### src/sv/inertial_frame_checksum_decoder_core_assert.svh
// assertion macros shared by the frame checksum decoder modules
// no dependencies; taken in by `include where checks are written
`ifndef INERTIAL_FRAME_CHECKSUM_DECODER_CORE_ASSERT_SVH
`define INERTIAL_FRAME_CHECKSUM_DECODER_CORE_ASSERT_SVH

// same-cycle implication, off during reset
`define IFCD_ASSERT_NOW(label, clk, rst_n, ante, cons) \
    label: assert property (@(posedge clk) disable iff (!rst_n) (ante) |-> (cons)) \
        else $error("ifcd check failed");

// next-cycle implication, off during reset
`define IFCD_ASSERT_NEXT(label, clk, rst_n, ante, cons) \
    label: assert property (@(posedge clk) disable iff (!rst_n) (ante) |=> (cons)) \
        else $error("ifcd check failed");

`endif

### src/sv/ifcd_pkg.sv
// shared types, constants and helpers of the frame checksum decoder
// no dependencies
package ifcd_pkg;

    localparam int MAX_FRAME_LEN = 256;
    localparam int WORD_COUNT    = 10;
    localparam int NUM_SLOTS     = 2;

    localparam int POS_W      = $clog2(MAX_FRAME_LEN + 1);
    localparam int END_W      = 10;
    localparam int CMP_W      = (POS_W > END_W) ? POS_W : END_W;
    localparam int WORD_IDX_W = $clog2(WORD_COUNT);
    localparam int SLOT_W     = (NUM_SLOTS > 1) ? $clog2(NUM_SLOTS) : 1;
    localparam int CNT_W      = $clog2(NUM_SLOTS + 1);
    localparam int CFG_IDX_W  = 3;

    localparam logic [CFG_IDX_W-1:0] CFG_CHECKSUM_START = 3'd0;
    localparam logic [CFG_IDX_W-1:0] CFG_FIRST_OFFSET   = 3'd1;
    localparam logic [CFG_IDX_W-1:0] CFG_SECOND_OFFSET  = 3'd2;
    localparam logic [CFG_IDX_W-1:0] CFG_THIRD_OFFSET   = 3'd3;

    localparam logic [3:0] RST_CHECKSUM_START = 4'd2;
    localparam logic [7:0] RST_FIRST_OFFSET   = 8'd7;
    localparam logic [7:0] RST_SECOND_OFFSET  = 8'd21;
    localparam logic [7:0] RST_THIRD_OFFSET   = 8'd35;

    typedef enum logic [1:0] {
        ST_OK      = 2'd0,
        ST_BAD_SUM = 2'd1,
        ST_SHORT   = 2'd2
    } t_status;

    typedef struct packed {
        logic [WORD_COUNT-1:0] we;
        logic [31:0]           data;
        logic                  commit;
        t_status               status;
    } t_wr_req;

    typedef struct packed {
        logic    valid;
        t_status status;
    } t_head;

    // index of the most significant byte of word k
    function automatic logic [END_W-1:0] word_end(input int k, input logic [7:0] off1,
                                                  input logic [7:0] off2,
                                                  input logic [7:0] off3);
        logic [7:0] base;
        int         j;
        base = off3;
        j    = k - 6;
        if (k < 3) begin
            base = off1;
            j    = k;
        end else if (k < 6) begin
            base = off2;
            j    = k - 3;
        end
        return END_W'(base) + END_W'(4 * j + 3);
    endfunction

endpackage

### src/sv/ifcd_front.sv
// front end: byte intake, running sums, word capture and frame classification
// depends on ifcd_pkg
module ifcd_front (
    input  logic                                 i_clk,
    input  logic                                 i_rst_n,
    input  logic                                 i_in_valid,
    input  logic [7:0]                           i_frame_byte,
    input  logic                                 i_frame_end,
    input  logic                                 i_full,
    input  logic                                 i_cfg_we,
    input  logic [ifcd_pkg::CFG_IDX_W-1:0]       i_cfg_index,
    input  logic [7:0]                           i_cfg_data,
    output ifcd_pkg::t_wr_req                    o_wr
);

    logic [3:0]                 r_cs;
    logic [7:0]                 r_off1;
    logic [7:0]                 r_off2;
    logic [7:0]                 r_off3;

    logic [7:0]                 r_sf,   n_sf;
    logic [7:0]                 r_ss,   n_ss;
    logic [7:0]                 r_prev, n_prev;
    logic [7:0]                 r_old,  n_old;
    logic [ifcd_pkg::POS_W-1:0] r_pos,  n_pos;
    logic [23:0]                r_asm,  n_asm;

    logic                       accept;
    logic [ifcd_pkg::CMP_W-1:0] pos_x;
    logic [ifcd_pkg::CMP_W-1:0] max_x;
    logic                       sum_go;
    logic [7:0]                 sf_upd;
    logic [7:0]                 ss_upd;
    logic                       in_range;
    logic                       short_frame;
    logic                       sums_ok;
    logic [ifcd_pkg::CMP_W-1:0] end_x [ifcd_pkg::WORD_COUNT];

    always_ff @(posedge i_clk) begin
        if (!i_rst_n) begin
            r_cs   <= ifcd_pkg::RST_CHECKSUM_START;
            r_off1 <= ifcd_pkg::RST_FIRST_OFFSET;
            r_off2 <= ifcd_pkg::RST_SECOND_OFFSET;
            r_off3 <= ifcd_pkg::RST_THIRD_OFFSET;
        end else if (i_cfg_we) begin
            unique case (i_cfg_index)
                ifcd_pkg::CFG_CHECKSUM_START: r_cs   <= i_cfg_data[3:0];
                ifcd_pkg::CFG_FIRST_OFFSET:   r_off1 <= i_cfg_data;
                ifcd_pkg::CFG_SECOND_OFFSET:  r_off2 <= i_cfg_data;
                ifcd_pkg::CFG_THIRD_OFFSET:   r_off3 <= i_cfg_data;
                default: begin
                end
            endcase
        end
    end

    always_comb begin
        for (int k = 0; k < ifcd_pkg::WORD_COUNT; k++) begin
            end_x[k] = ifcd_pkg::CMP_W'(ifcd_pkg::word_end(k, r_off1, r_off2, r_off3));
        end
    end

    always_comb begin
        accept   = i_in_valid && !i_full;
        pos_x    = ifcd_pkg::CMP_W'(r_pos);
        max_x    = ifcd_pkg::CMP_W'(ifcd_pkg::MAX_FRAME_LEN);
        sum_go   = pos_x >= (ifcd_pkg::CMP_W'(r_cs) + ifcd_pkg::CMP_W'(2));
        sf_upd   = sum_go ? (r_sf + r_old) : r_sf;
        ss_upd   = sum_go ? (r_ss + sf_upd) : r_ss;
        in_range = pos_x < max_x;
        sums_ok  = (sf_upd == r_prev) && (ss_upd == i_frame_byte);

        short_frame = 1'b0;
        for (int k = 0; k < ifcd_pkg::WORD_COUNT; k++) begin
            if ((end_x[k] > pos_x) || (end_x[k] >= max_x)) begin
                short_frame = 1'b1;
            end
        end

        o_wr.data   = {i_frame_byte, r_asm};
        o_wr.commit = accept && i_frame_end;
        for (int k = 0; k < ifcd_pkg::WORD_COUNT; k++) begin
            o_wr.we[k] = accept && in_range && (end_x[k] == pos_x);
        end
        priority if (short_frame) begin
            o_wr.status = ifcd_pkg::ST_SHORT;
        end else if (!sums_ok) begin
            o_wr.status = ifcd_pkg::ST_BAD_SUM;
        end else begin
            o_wr.status = ifcd_pkg::ST_OK;
        end

        n_sf   = r_sf;
        n_ss   = r_ss;
        n_prev = r_prev;
        n_old  = r_old;
        n_pos  = r_pos;
        n_asm  = r_asm;
        if (accept) begin
            if (i_frame_end) begin
                n_sf   = '0;
                n_ss   = '0;
                n_prev = '0;
                n_old  = '0;
                n_pos  = '0;
                n_asm  = '0;
            end else begin
                n_sf   = sf_upd;
                n_ss   = ss_upd;
                n_old  = r_prev;
                n_prev = i_frame_byte;
                n_asm  = {i_frame_byte, r_asm[23:8]};
                n_pos  = in_range ? (r_pos + ifcd_pkg::POS_W'(1)) :
                                    ifcd_pkg::POS_W'(ifcd_pkg::MAX_FRAME_LEN);
            end
        end
    end

    always_ff @(posedge i_clk) begin
        if (!i_rst_n) begin
            r_sf   <= '0;
            r_ss   <= '0;
            r_prev <= '0;
            r_old  <= '0;
            r_pos  <= '0;
            r_asm  <= '0;
        end else begin
            r_sf   <= n_sf;
            r_ss   <= n_ss;
            r_prev <= n_prev;
            r_old  <= n_old;
            r_pos  <= n_pos;
            r_asm  <= n_asm;
        end
    end

endmodule

### src/sv/ifcd_queue.sv
// frame slot queue between front and back: captured words and frame status
// depends on ifcd_pkg and the assertion macro header
`include "inertial_frame_checksum_decoder_core_assert.svh"

module ifcd_queue (
    input  logic                                 i_clk,
    input  logic                                 i_rst_n,
    input  ifcd_pkg::t_wr_req                    i_wr,
    input  logic [ifcd_pkg::WORD_IDX_W-1:0]      i_rd_idx,
    input  logic                                 i_pop,
    output logic                                 o_full,
    output ifcd_pkg::t_head                      o_head,
    output logic [31:0]                          o_head_word
);

    logic [31:0]                 r_words  [ifcd_pkg::NUM_SLOTS][ifcd_pkg::WORD_COUNT];
    ifcd_pkg::t_status           r_status [ifcd_pkg::NUM_SLOTS];
    logic [ifcd_pkg::SLOT_W-1:0] r_wr_ptr, n_wr_ptr;
    logic [ifcd_pkg::SLOT_W-1:0] r_rd_ptr, n_rd_ptr;
    logic [ifcd_pkg::CNT_W-1:0]  r_count,  n_count;

    function automatic logic [ifcd_pkg::SLOT_W-1:0] ptr_inc(
        input logic [ifcd_pkg::SLOT_W-1:0] p);
        logic [ifcd_pkg::SLOT_W-1:0] last;
        last = ifcd_pkg::SLOT_W'(ifcd_pkg::NUM_SLOTS - 1);
        return (p == last) ? '0 : (p + ifcd_pkg::SLOT_W'(1));
    endfunction

    always_ff @(posedge i_clk) begin
        for (int s = 0; s < ifcd_pkg::NUM_SLOTS; s++) begin
            for (int k = 0; k < ifcd_pkg::WORD_COUNT; k++) begin
                if (i_wr.we[k] && (r_wr_ptr == ifcd_pkg::SLOT_W'(s))) begin
                    r_words[s][k] <= i_wr.data;
                end
            end
            if (i_wr.commit && (r_wr_ptr == ifcd_pkg::SLOT_W'(s))) begin
                r_status[s] <= i_wr.status;
            end
        end
    end

    always_comb begin
        o_full        = r_count == ifcd_pkg::CNT_W'(ifcd_pkg::NUM_SLOTS);
        o_head.valid  = r_count != '0;
        o_head.status = r_status[r_rd_ptr];
        o_head_word   = r_words[r_rd_ptr][i_rd_idx];

        n_wr_ptr = i_wr.commit ? ptr_inc(r_wr_ptr) : r_wr_ptr;
        n_rd_ptr = i_pop ? ptr_inc(r_rd_ptr) : r_rd_ptr;
        n_count  = r_count;
        if (i_wr.commit && !i_pop) begin
            n_count = r_count + ifcd_pkg::CNT_W'(1);
        end else if (!i_wr.commit && i_pop) begin
            n_count = r_count - ifcd_pkg::CNT_W'(1);
        end
    end

    always_ff @(posedge i_clk) begin
        if (!i_rst_n) begin
            r_wr_ptr <= '0;
            r_rd_ptr <= '0;
            r_count  <= '0;
        end else begin
            r_wr_ptr <= n_wr_ptr;
            r_rd_ptr <= n_rd_ptr;
            r_count  <= n_count;
        end
    end

    `IFCD_ASSERT_NOW(a_no_commit_full, i_clk, i_rst_n, i_wr.commit, !o_full)
    `IFCD_ASSERT_NOW(a_no_pop_empty, i_clk, i_rst_n, i_pop, o_head.valid)
    `IFCD_ASSERT_NOW(a_count_bound, i_clk, i_rst_n, 1'b1, r_count <= ifcd_pkg::CNT_W'(ifcd_pkg::NUM_SLOTS))

endmodule

### src/sv/ifcd_back.sv
// back end: turns queued frames into result items behind an output register
// depends on ifcd_pkg and the assertion macro header
`include "inertial_frame_checksum_decoder_core_assert.svh"

module ifcd_back (
    input  logic                                 i_clk,
    input  logic                                 i_rst_n,
    input  ifcd_pkg::t_head                      i_head,
    input  logic [31:0]                          i_head_word,
    output logic [ifcd_pkg::WORD_IDX_W-1:0]      o_rd_idx,
    output logic                                 o_pop,
    input  logic                                 i_out_stall,
    output logic                                 o_out_valid,
    output logic [1:0]                           o_status,
    output logic [3:0]                           o_value_index,
    output logic signed [31:0]                   o_value,
    output logic                                 o_last
);

    logic [ifcd_pkg::WORD_IDX_W-1:0] r_idx, n_idx;
    logic                            r_valid, n_valid;
    ifcd_pkg::t_status               r_status;
    logic [3:0]                      r_index;
    logic [31:0]                     r_value;
    logic                            r_last;

    logic                            load;
    logic                            is_last_word;

    always_comb begin
        load         = i_head.valid && (!r_valid || !i_out_stall);
        is_last_word = r_idx == ifcd_pkg::WORD_IDX_W'(ifcd_pkg::WORD_COUNT - 1);
        o_rd_idx     = r_idx;
        o_pop        = load && ((i_head.status != ifcd_pkg::ST_OK) || is_last_word);

        n_idx = r_idx;
        if (load && (i_head.status == ifcd_pkg::ST_OK)) begin
            n_idx = is_last_word ? '0 : (r_idx + ifcd_pkg::WORD_IDX_W'(1));
        end

        n_valid = r_valid;
        if (load) begin
            n_valid = 1'b1;
        end else if (!i_out_stall) begin
            n_valid = 1'b0;
        end
    end

    always_ff @(posedge i_clk) begin
        if (!i_rst_n) begin
            r_idx   <= '0;
            r_valid <= 1'b0;
        end else begin
            r_idx   <= n_idx;
            r_valid <= n_valid;
        end
    end

    always_ff @(posedge i_clk) begin
        if (load) begin
            r_status <= i_head.status;
            if (i_head.status == ifcd_pkg::ST_OK) begin
                r_index <= 4'(r_idx);
                r_value <= i_head_word;
                r_last  <= is_last_word;
            end else begin
                r_index <= '0;
                r_value <= '0;
                r_last  <= 1'b1;
            end
        end
    end

    assign o_out_valid   = r_valid;
    assign o_status      = r_status;
    assign o_value_index = r_index;
    assign o_value       = r_value;
    assign o_last        = r_last;

    `IFCD_ASSERT_NOW(a_status_alone, i_clk, i_rst_n, r_valid && (r_status != ifcd_pkg::ST_OK), r_last && (r_index == 4'd0))
    `IFCD_ASSERT_NOW(a_idx_range, i_clk, i_rst_n, 1'b1, r_idx <= ifcd_pkg::WORD_IDX_W'(ifcd_pkg::WORD_COUNT - 1))
    `IFCD_ASSERT_NEXT(a_idx_mid_frame, i_clk, i_rst_n, load && (i_head.status == ifcd_pkg::ST_OK) && !is_last_word, r_idx != '0)

endmodule

### src/sv/inertial_frame_checksum_decoder_core.sv
// Frame checksum decoder: takes one frame byte per cycle on the input channel, with a stall
// asserted only while both frame slots of the internal queue hold frames whose final result
// has not yet moved into the output register. The front end folds the bytes from the
// checksum start into two 8-bit Fletcher-style sums and drops words straight into the
// current slot, so a frame is classified on the cycle its final byte is accepted. The
// back end drains a slot through an output register at one item per cycle unless stalled: a
// good frame gives ten words, any other frame a single status item. Configuration writes
// are always ready and apply from the next byte. There is no clearing pass after reset.
// depends on ifcd_pkg, ifcd_front, ifcd_queue and ifcd_back
module inertial_frame_checksum_decoder_core (
    input  logic                                 i_clk,
    input  logic                                 i_rst_n,
    input  logic                                 i_in_valid,
    output logic                                 o_in_stall,
    input  logic [7:0]                           i_frame_byte,
    input  logic                                 i_frame_end,
    output logic                                 o_out_valid,
    input  logic                                 i_out_stall,
    output logic [1:0]                           o_status,
    output logic [3:0]                           o_value_index,
    output logic signed [31:0]                   o_value,
    output logic                                 o_last,
    input  logic                                 i_cfg_valid,
    output logic                                 o_cfg_ready,
    input  logic [ifcd_pkg::CFG_IDX_W-1:0]       i_cfg_index,
    input  logic [7:0]                           i_cfg_data
);

    ifcd_pkg::t_wr_req               wr;
    ifcd_pkg::t_head                 head;
    logic [31:0]                     head_word;
    logic [ifcd_pkg::WORD_IDX_W-1:0] rd_idx;
    logic                            pop;
    logic                            full;

    assign o_cfg_ready = 1'b1;
    assign o_in_stall  = full;

    ifcd_front u_front (
        .i_clk        (i_clk),
        .i_rst_n      (i_rst_n),
        .i_in_valid   (i_in_valid),
        .i_frame_byte (i_frame_byte),
        .i_frame_end  (i_frame_end),
        .i_full       (full),
        .i_cfg_we     (i_cfg_valid && o_cfg_ready),
        .i_cfg_index  (i_cfg_index),
        .i_cfg_data   (i_cfg_data),
        .o_wr         (wr)
    );

    ifcd_queue u_queue (
        .i_clk       (i_clk),
        .i_rst_n     (i_rst_n),
        .i_wr        (wr),
        .i_rd_idx    (rd_idx),
        .i_pop       (pop),
        .o_full      (full),
        .o_head      (head),
        .o_head_word (head_word)
    );

    ifcd_back u_back (
        .i_clk         (i_clk),
        .i_rst_n       (i_rst_n),
        .i_head        (head),
        .i_head_word   (head_word),
        .o_rd_idx      (rd_idx),
        .o_pop         (pop),
        .i_out_stall   (i_out_stall),
        .o_out_valid   (o_out_valid),
        .o_status      (o_status),
        .o_value_index (o_value_index),
        .o_value       (o_value),
        .o_last        (o_last)
    );

endmodule
### config.mk
export PLATFORM = sky130hd
export DESIGN_NAME = inertial_frame_checksum_decoder_core
export DESIGN_NICKNAME = d
export VERILOG_FILES = /design/src/sv/ifcd_pkg.sv /design/src/sv/ifcd_front.sv /design/src/sv/ifcd_queue.sv /design/src/sv/ifcd_back.sv /design/src/sv/inertial_frame_checksum_decoder_core.sv
export VERILOG_INCLUDE_DIRS = /design/src /design/src/sv
export SDC_FILE = /design/constraint.sdc
export NUM_CORES = 1
export LEC_CHECK = 0
export ABC_CLOCK_PERIOD_IN_PS = 5000
export BUFFER_PORTS_ARGS = -buffer_cell sky130_fd_sc_hd__buf_2
export CAP_MARGIN = 10
export CORE_MARGIN = 5
export CORE_UTILIZATION = 25
export DETAILED_ROUTE_END_ITERATION = 16
export HOLD_SLACK_MARGIN = 0.15
export PLACE_DENSITY = 0.42
export SYNTH_ARGS = -nofsm -noshare
export SYNTH_HDL_FRONTEND = slang
export SYNTH_SLANG_ARGS = --single-unit
### constraint.sdc
create_clock -name i_clk -period 5 [get_ports i_clk]
set_clock_uncertainty 0.2 [all_clocks]
set_input_delay 0.5 -clock i_clk [delete_from_list [all_inputs] [get_ports i_clk]]
set_output_delay 0.5 -clock i_clk [all_outputs]
set_load 0.02 [all_outputs]
==> flow_summary.yaml <==
drt:
  wl_per_cell_um: 23.1
  drt_pass1_iterations: 5
  wl_mm: 95.0
  drt_drc_violations_left: 0
  ant_nets: 0
  routed-wl-met3_mm: 3.28
  dr_wl_met2_mm: 44.7
  drt_iter0_drc: 1271
  highest_layer: "met4"
  vias: 19028
  wl_met1_mm: 44.5
  viasPerCell: 4.62
synthesis:
  synthTopCellsByCount: "edfxtp_1, mux2i_1, a21oi_1, nand2_1, nor2_1"
  yosys-top-cells-area: "edfxtp_1, mux4_2, dfxtp_1"
  yosys.area.top_type: "edfxtp_1"
  synthFlopType: "edfxtp_1"
  avgSynthCellArea_um2: 15.3
  netlist.area_leader.share_pct: 62.1
  syn_area_um2: 33000
  ys_types: 60
  syn_inst: 2161
  synth_warnings: 0
  async_flop_share_pct: 0
  ys_seq_area_share_pct: 67.4
  synthesis.nets: 2285
  synth_most_common_cell: "edfxtp_1"
  ys_ff_latch: 770
  synth-edff-count: 683
clock_network:
  root_buffer: "clkbuf_16"
  cts_max_path_buffers: 3
  clock_latency_ns: 0.69
  cts-resized-gates: 0
  cts_tree: "done"
  cts_buffers: 88
  clk_pin_slew_ns: 0.06
  ctsHtreeMaxLevel: 3
  clock_sinks: 770
critical_path:
  cp-start-kind: "flip-flop"
  worst-path-buf-inv: 2
  cp_max_fo: 4
  critPathKind: "reg2reg"
  worst_ep_required_time_ns: 5.17
  path_cells: "ha_1 -> inv_1 -> ha_1 -> a21oi_1 -> o21ai_1 -> a31o_1 -> mux2_2 -> ha_1 -> inv_1 -> fa_1 -> nand2b_1 -> a21oi_1 -> xor2_1 -> mux2i_1 -> nand2_1 -> nand4_1 -> a2111oi_2 -> a41oi_1"
  crit_path_end_kind: "flip-flop"
  crit_arrival_ns: 4.64
  slowest_stage: "fa_1"
  slowest_delay_ns: 0.41
  critPathTopFamily: "compound AO/OA/AOI/OAI gates"
  crit_path_frequent_cell: "ha_1"
timing:
  tns_ns: 0
  rsz0062_at_grt: "false"
  hold_viol: 0
  setup_viol: 0
  fin_crit_ns: 4.47
  finalMaxSlewViolations: 0
  fmax_mhz: 224
  period_share_pct: 89.5
  setup_ws_ns: 0.526
  tightest_slew_ns: 1.14
  relSlewSlack_pct: 24.0
global_route:
  grt_overflow_total: 0
  grt_max_degree: 62
  antenna_found_initial: 6
  track_usage_pct: 13.4
  grt_pass1_vias: 20010
  grt_pass1_wl_mm: 140
placement:
  dp_slack_ns: 0.568
  place_congestion: 0.785
  port_buffers: 65
  dpl.hpwl_mm: 56.8
finish:
  nNetsFinal: 2411
  filler_cell_count: 13063
  regArea_um2: 22300
  syn2layout_area_growth_pct: 18.2
  drive_gt1_share_pct: 17.4
  multi_input_area_um2: 10300
floorplanning:
  ios: 67
  core_um2: 131000
  die_h_um: 373
  floorplan.initialDensity_pct: 25.1
  dieArea_um2: 139000
  std_cell_rows: 133
  die_w_um: 373
flow_run:
  max_cap_viol_count: 0
status:
  outcome: "finished clean"
power:
  p_leak_nw: 13.2
  powerDensity_nw_per_um2: 407
  ir_drop_mv: 0.305
  fin_total_pwr_w: 0.0159
worst_hold_path:
  hold_path.class: "in2reg"
==> final cells by class <==
| class | count | share of cell area (%) |
|---|---|---|
| inverter | 46 | 0.442 |
| timing repair buffer | 157 | 2.97 |
| clock inverter | 50 | 1.41 |
| sequential | 770 | 57.0 |
| multi-input combinational | 1224 | 26.4 |
| clock buffer | 114 | 6.12 |
| antenna | 1 | 0.00641 |
| tap | 1755 | 5.63 |
==> state kept, by name, indices dropped and copies added (netlist names), 8 cells and up, named ones only <==
signal	cells
u_front.r_off1	8
u_front.r_sf	8
u_front.r_ss	8
u_front.r_pos	9
u_front.r_asm	24
u_queue.r_words	640
u_front.r_off3	8
u_back.o_value	32
u_front.r_off2	8
==> what timing repair did <==
| action | 4_1_cts | 5_1_grt |
|---|---|---|
| hold buffers | 27 | 0 |
| hold endpoints to repair | 168 | 0 |
| buffers inserted | 0 | 0 |
==> metrics by stage <==
step | std cells | utilization [%] | cell area [um2] | hold slack (ns)
2_1_floorplan | 2161 | - | 33000 | 0.275
3_3_place_gp | 3925 | 27.2 | 35800 | 0.289
3_5_place_dp | 3925 | 27.2 | 35800 | 0.308
4_1_cts | 4116 | 29.7 | 39000 | 0.154
5_1_grt | 4116 | 29.7 | 39000 | 0.187
6_report | 4117 | 29.7 | 39000 | 0.221
==> layer usage <==
layer  track usage (%)  vias to the layer above
met3              2.08                      142
met1              18.6                     9866
li1                  -                     8651
met5                 0                        -
met4              3.67                        0
met2              21.8                      369
==> cells in the final DEF (no fill, tap or decap), drive strengths merged, types with 8 or more instances in the layout <==
cell type / count
dfxtp: 87
xnor2: 58
nor2b: 25
mux4: 96
nand3: 34
nand2: 118
mux2i: 135
and2: 10
a21boi: 47
ha: 97
nor2: 112
clkbuf: 114
o211ai: 8
edfxtp: 683
buf: 130
dlygate4sd3: 27
o221ai: 65
a21oi: 128
or2: 9
inv: 48
nand2b: 9
xor2: 28
nor3: 52
a21o: 29
nand3b: 23
a22oi: 18
nand4: 20
clkinv: 37
o21ai: 38
==> power by group <==
| part | internal [W] | switching, W | leakage [nW] |
|---|---|---|---|
| Sequential | 0.00716 | 0.000163 | 7.41 |
| Combinational | 0.000888 | 0.00120 | 4.32 |
| Clock | 0.00377 | 0.00270 | 1.43 |
| Total | 0.0118 | 0.00407 | 13.2 |
==> logic make-up (layout without fill, tap and decap cells) <==
group	count (synthesis)	after routing	share of synthesized area, %
adder cells (fa/ha/maj)	99	99	3.80
other	1	2	0.0114
AND/OR/NAND/NOR	431	431	6.27
XOR/XNOR	86	86	2.28
flip-flops	770	770	67.4
multiplexers	236	236	10.8
AO/OA/AOI/OAI	371	371	7.50
buffers and inverters	167	367	1.96
==> final timing paths <==
path	to	depth (start not counted)	from	slack (ns)
worst max-delay path	u_queue.r_status[0][0]$_DFFE_PP_	18	u_front.r_cs[1]$_SDFFE_PN1P_	0.53
worst min-delay path	u_front.r_pos[8]$_SDFFE_PN0P_	4	i_in_valid	0.22
worst max register to register	u_queue.r_status[0][0]$_DFFE_PP_	18	u_front.r_cs[1]$_SDFFE_PN1P_	0.53
worst min register to register	u_front.r_pos[1]$_SDFFE_PN0P_	2	u_front.r_pos[1]$_SDFFE_PN0P_	0.31
==> worst reg2reg max path: stages, from the launching register on <==
cell and delay [ns]:
dfxtp_1 0.34, ha_1 0.28, inv_1 0.04, ha_1 0.29, a21oi_1 0.14, o21ai_1 0.11
a31o_1 0.33, mux2_2 0.31, ha_1 0.19, inv_1 0.07, fa_1 0.41, nand2b_1 0.17
a21oi_1 0.21, xor2_1 0.24, mux2i_1 0.12, nand2_1 0.08, nand4_1 0.12, a2111oi_2 0.36
a41oi_1 0.20
Note: power is estimated with default switching activity, not from simulation.
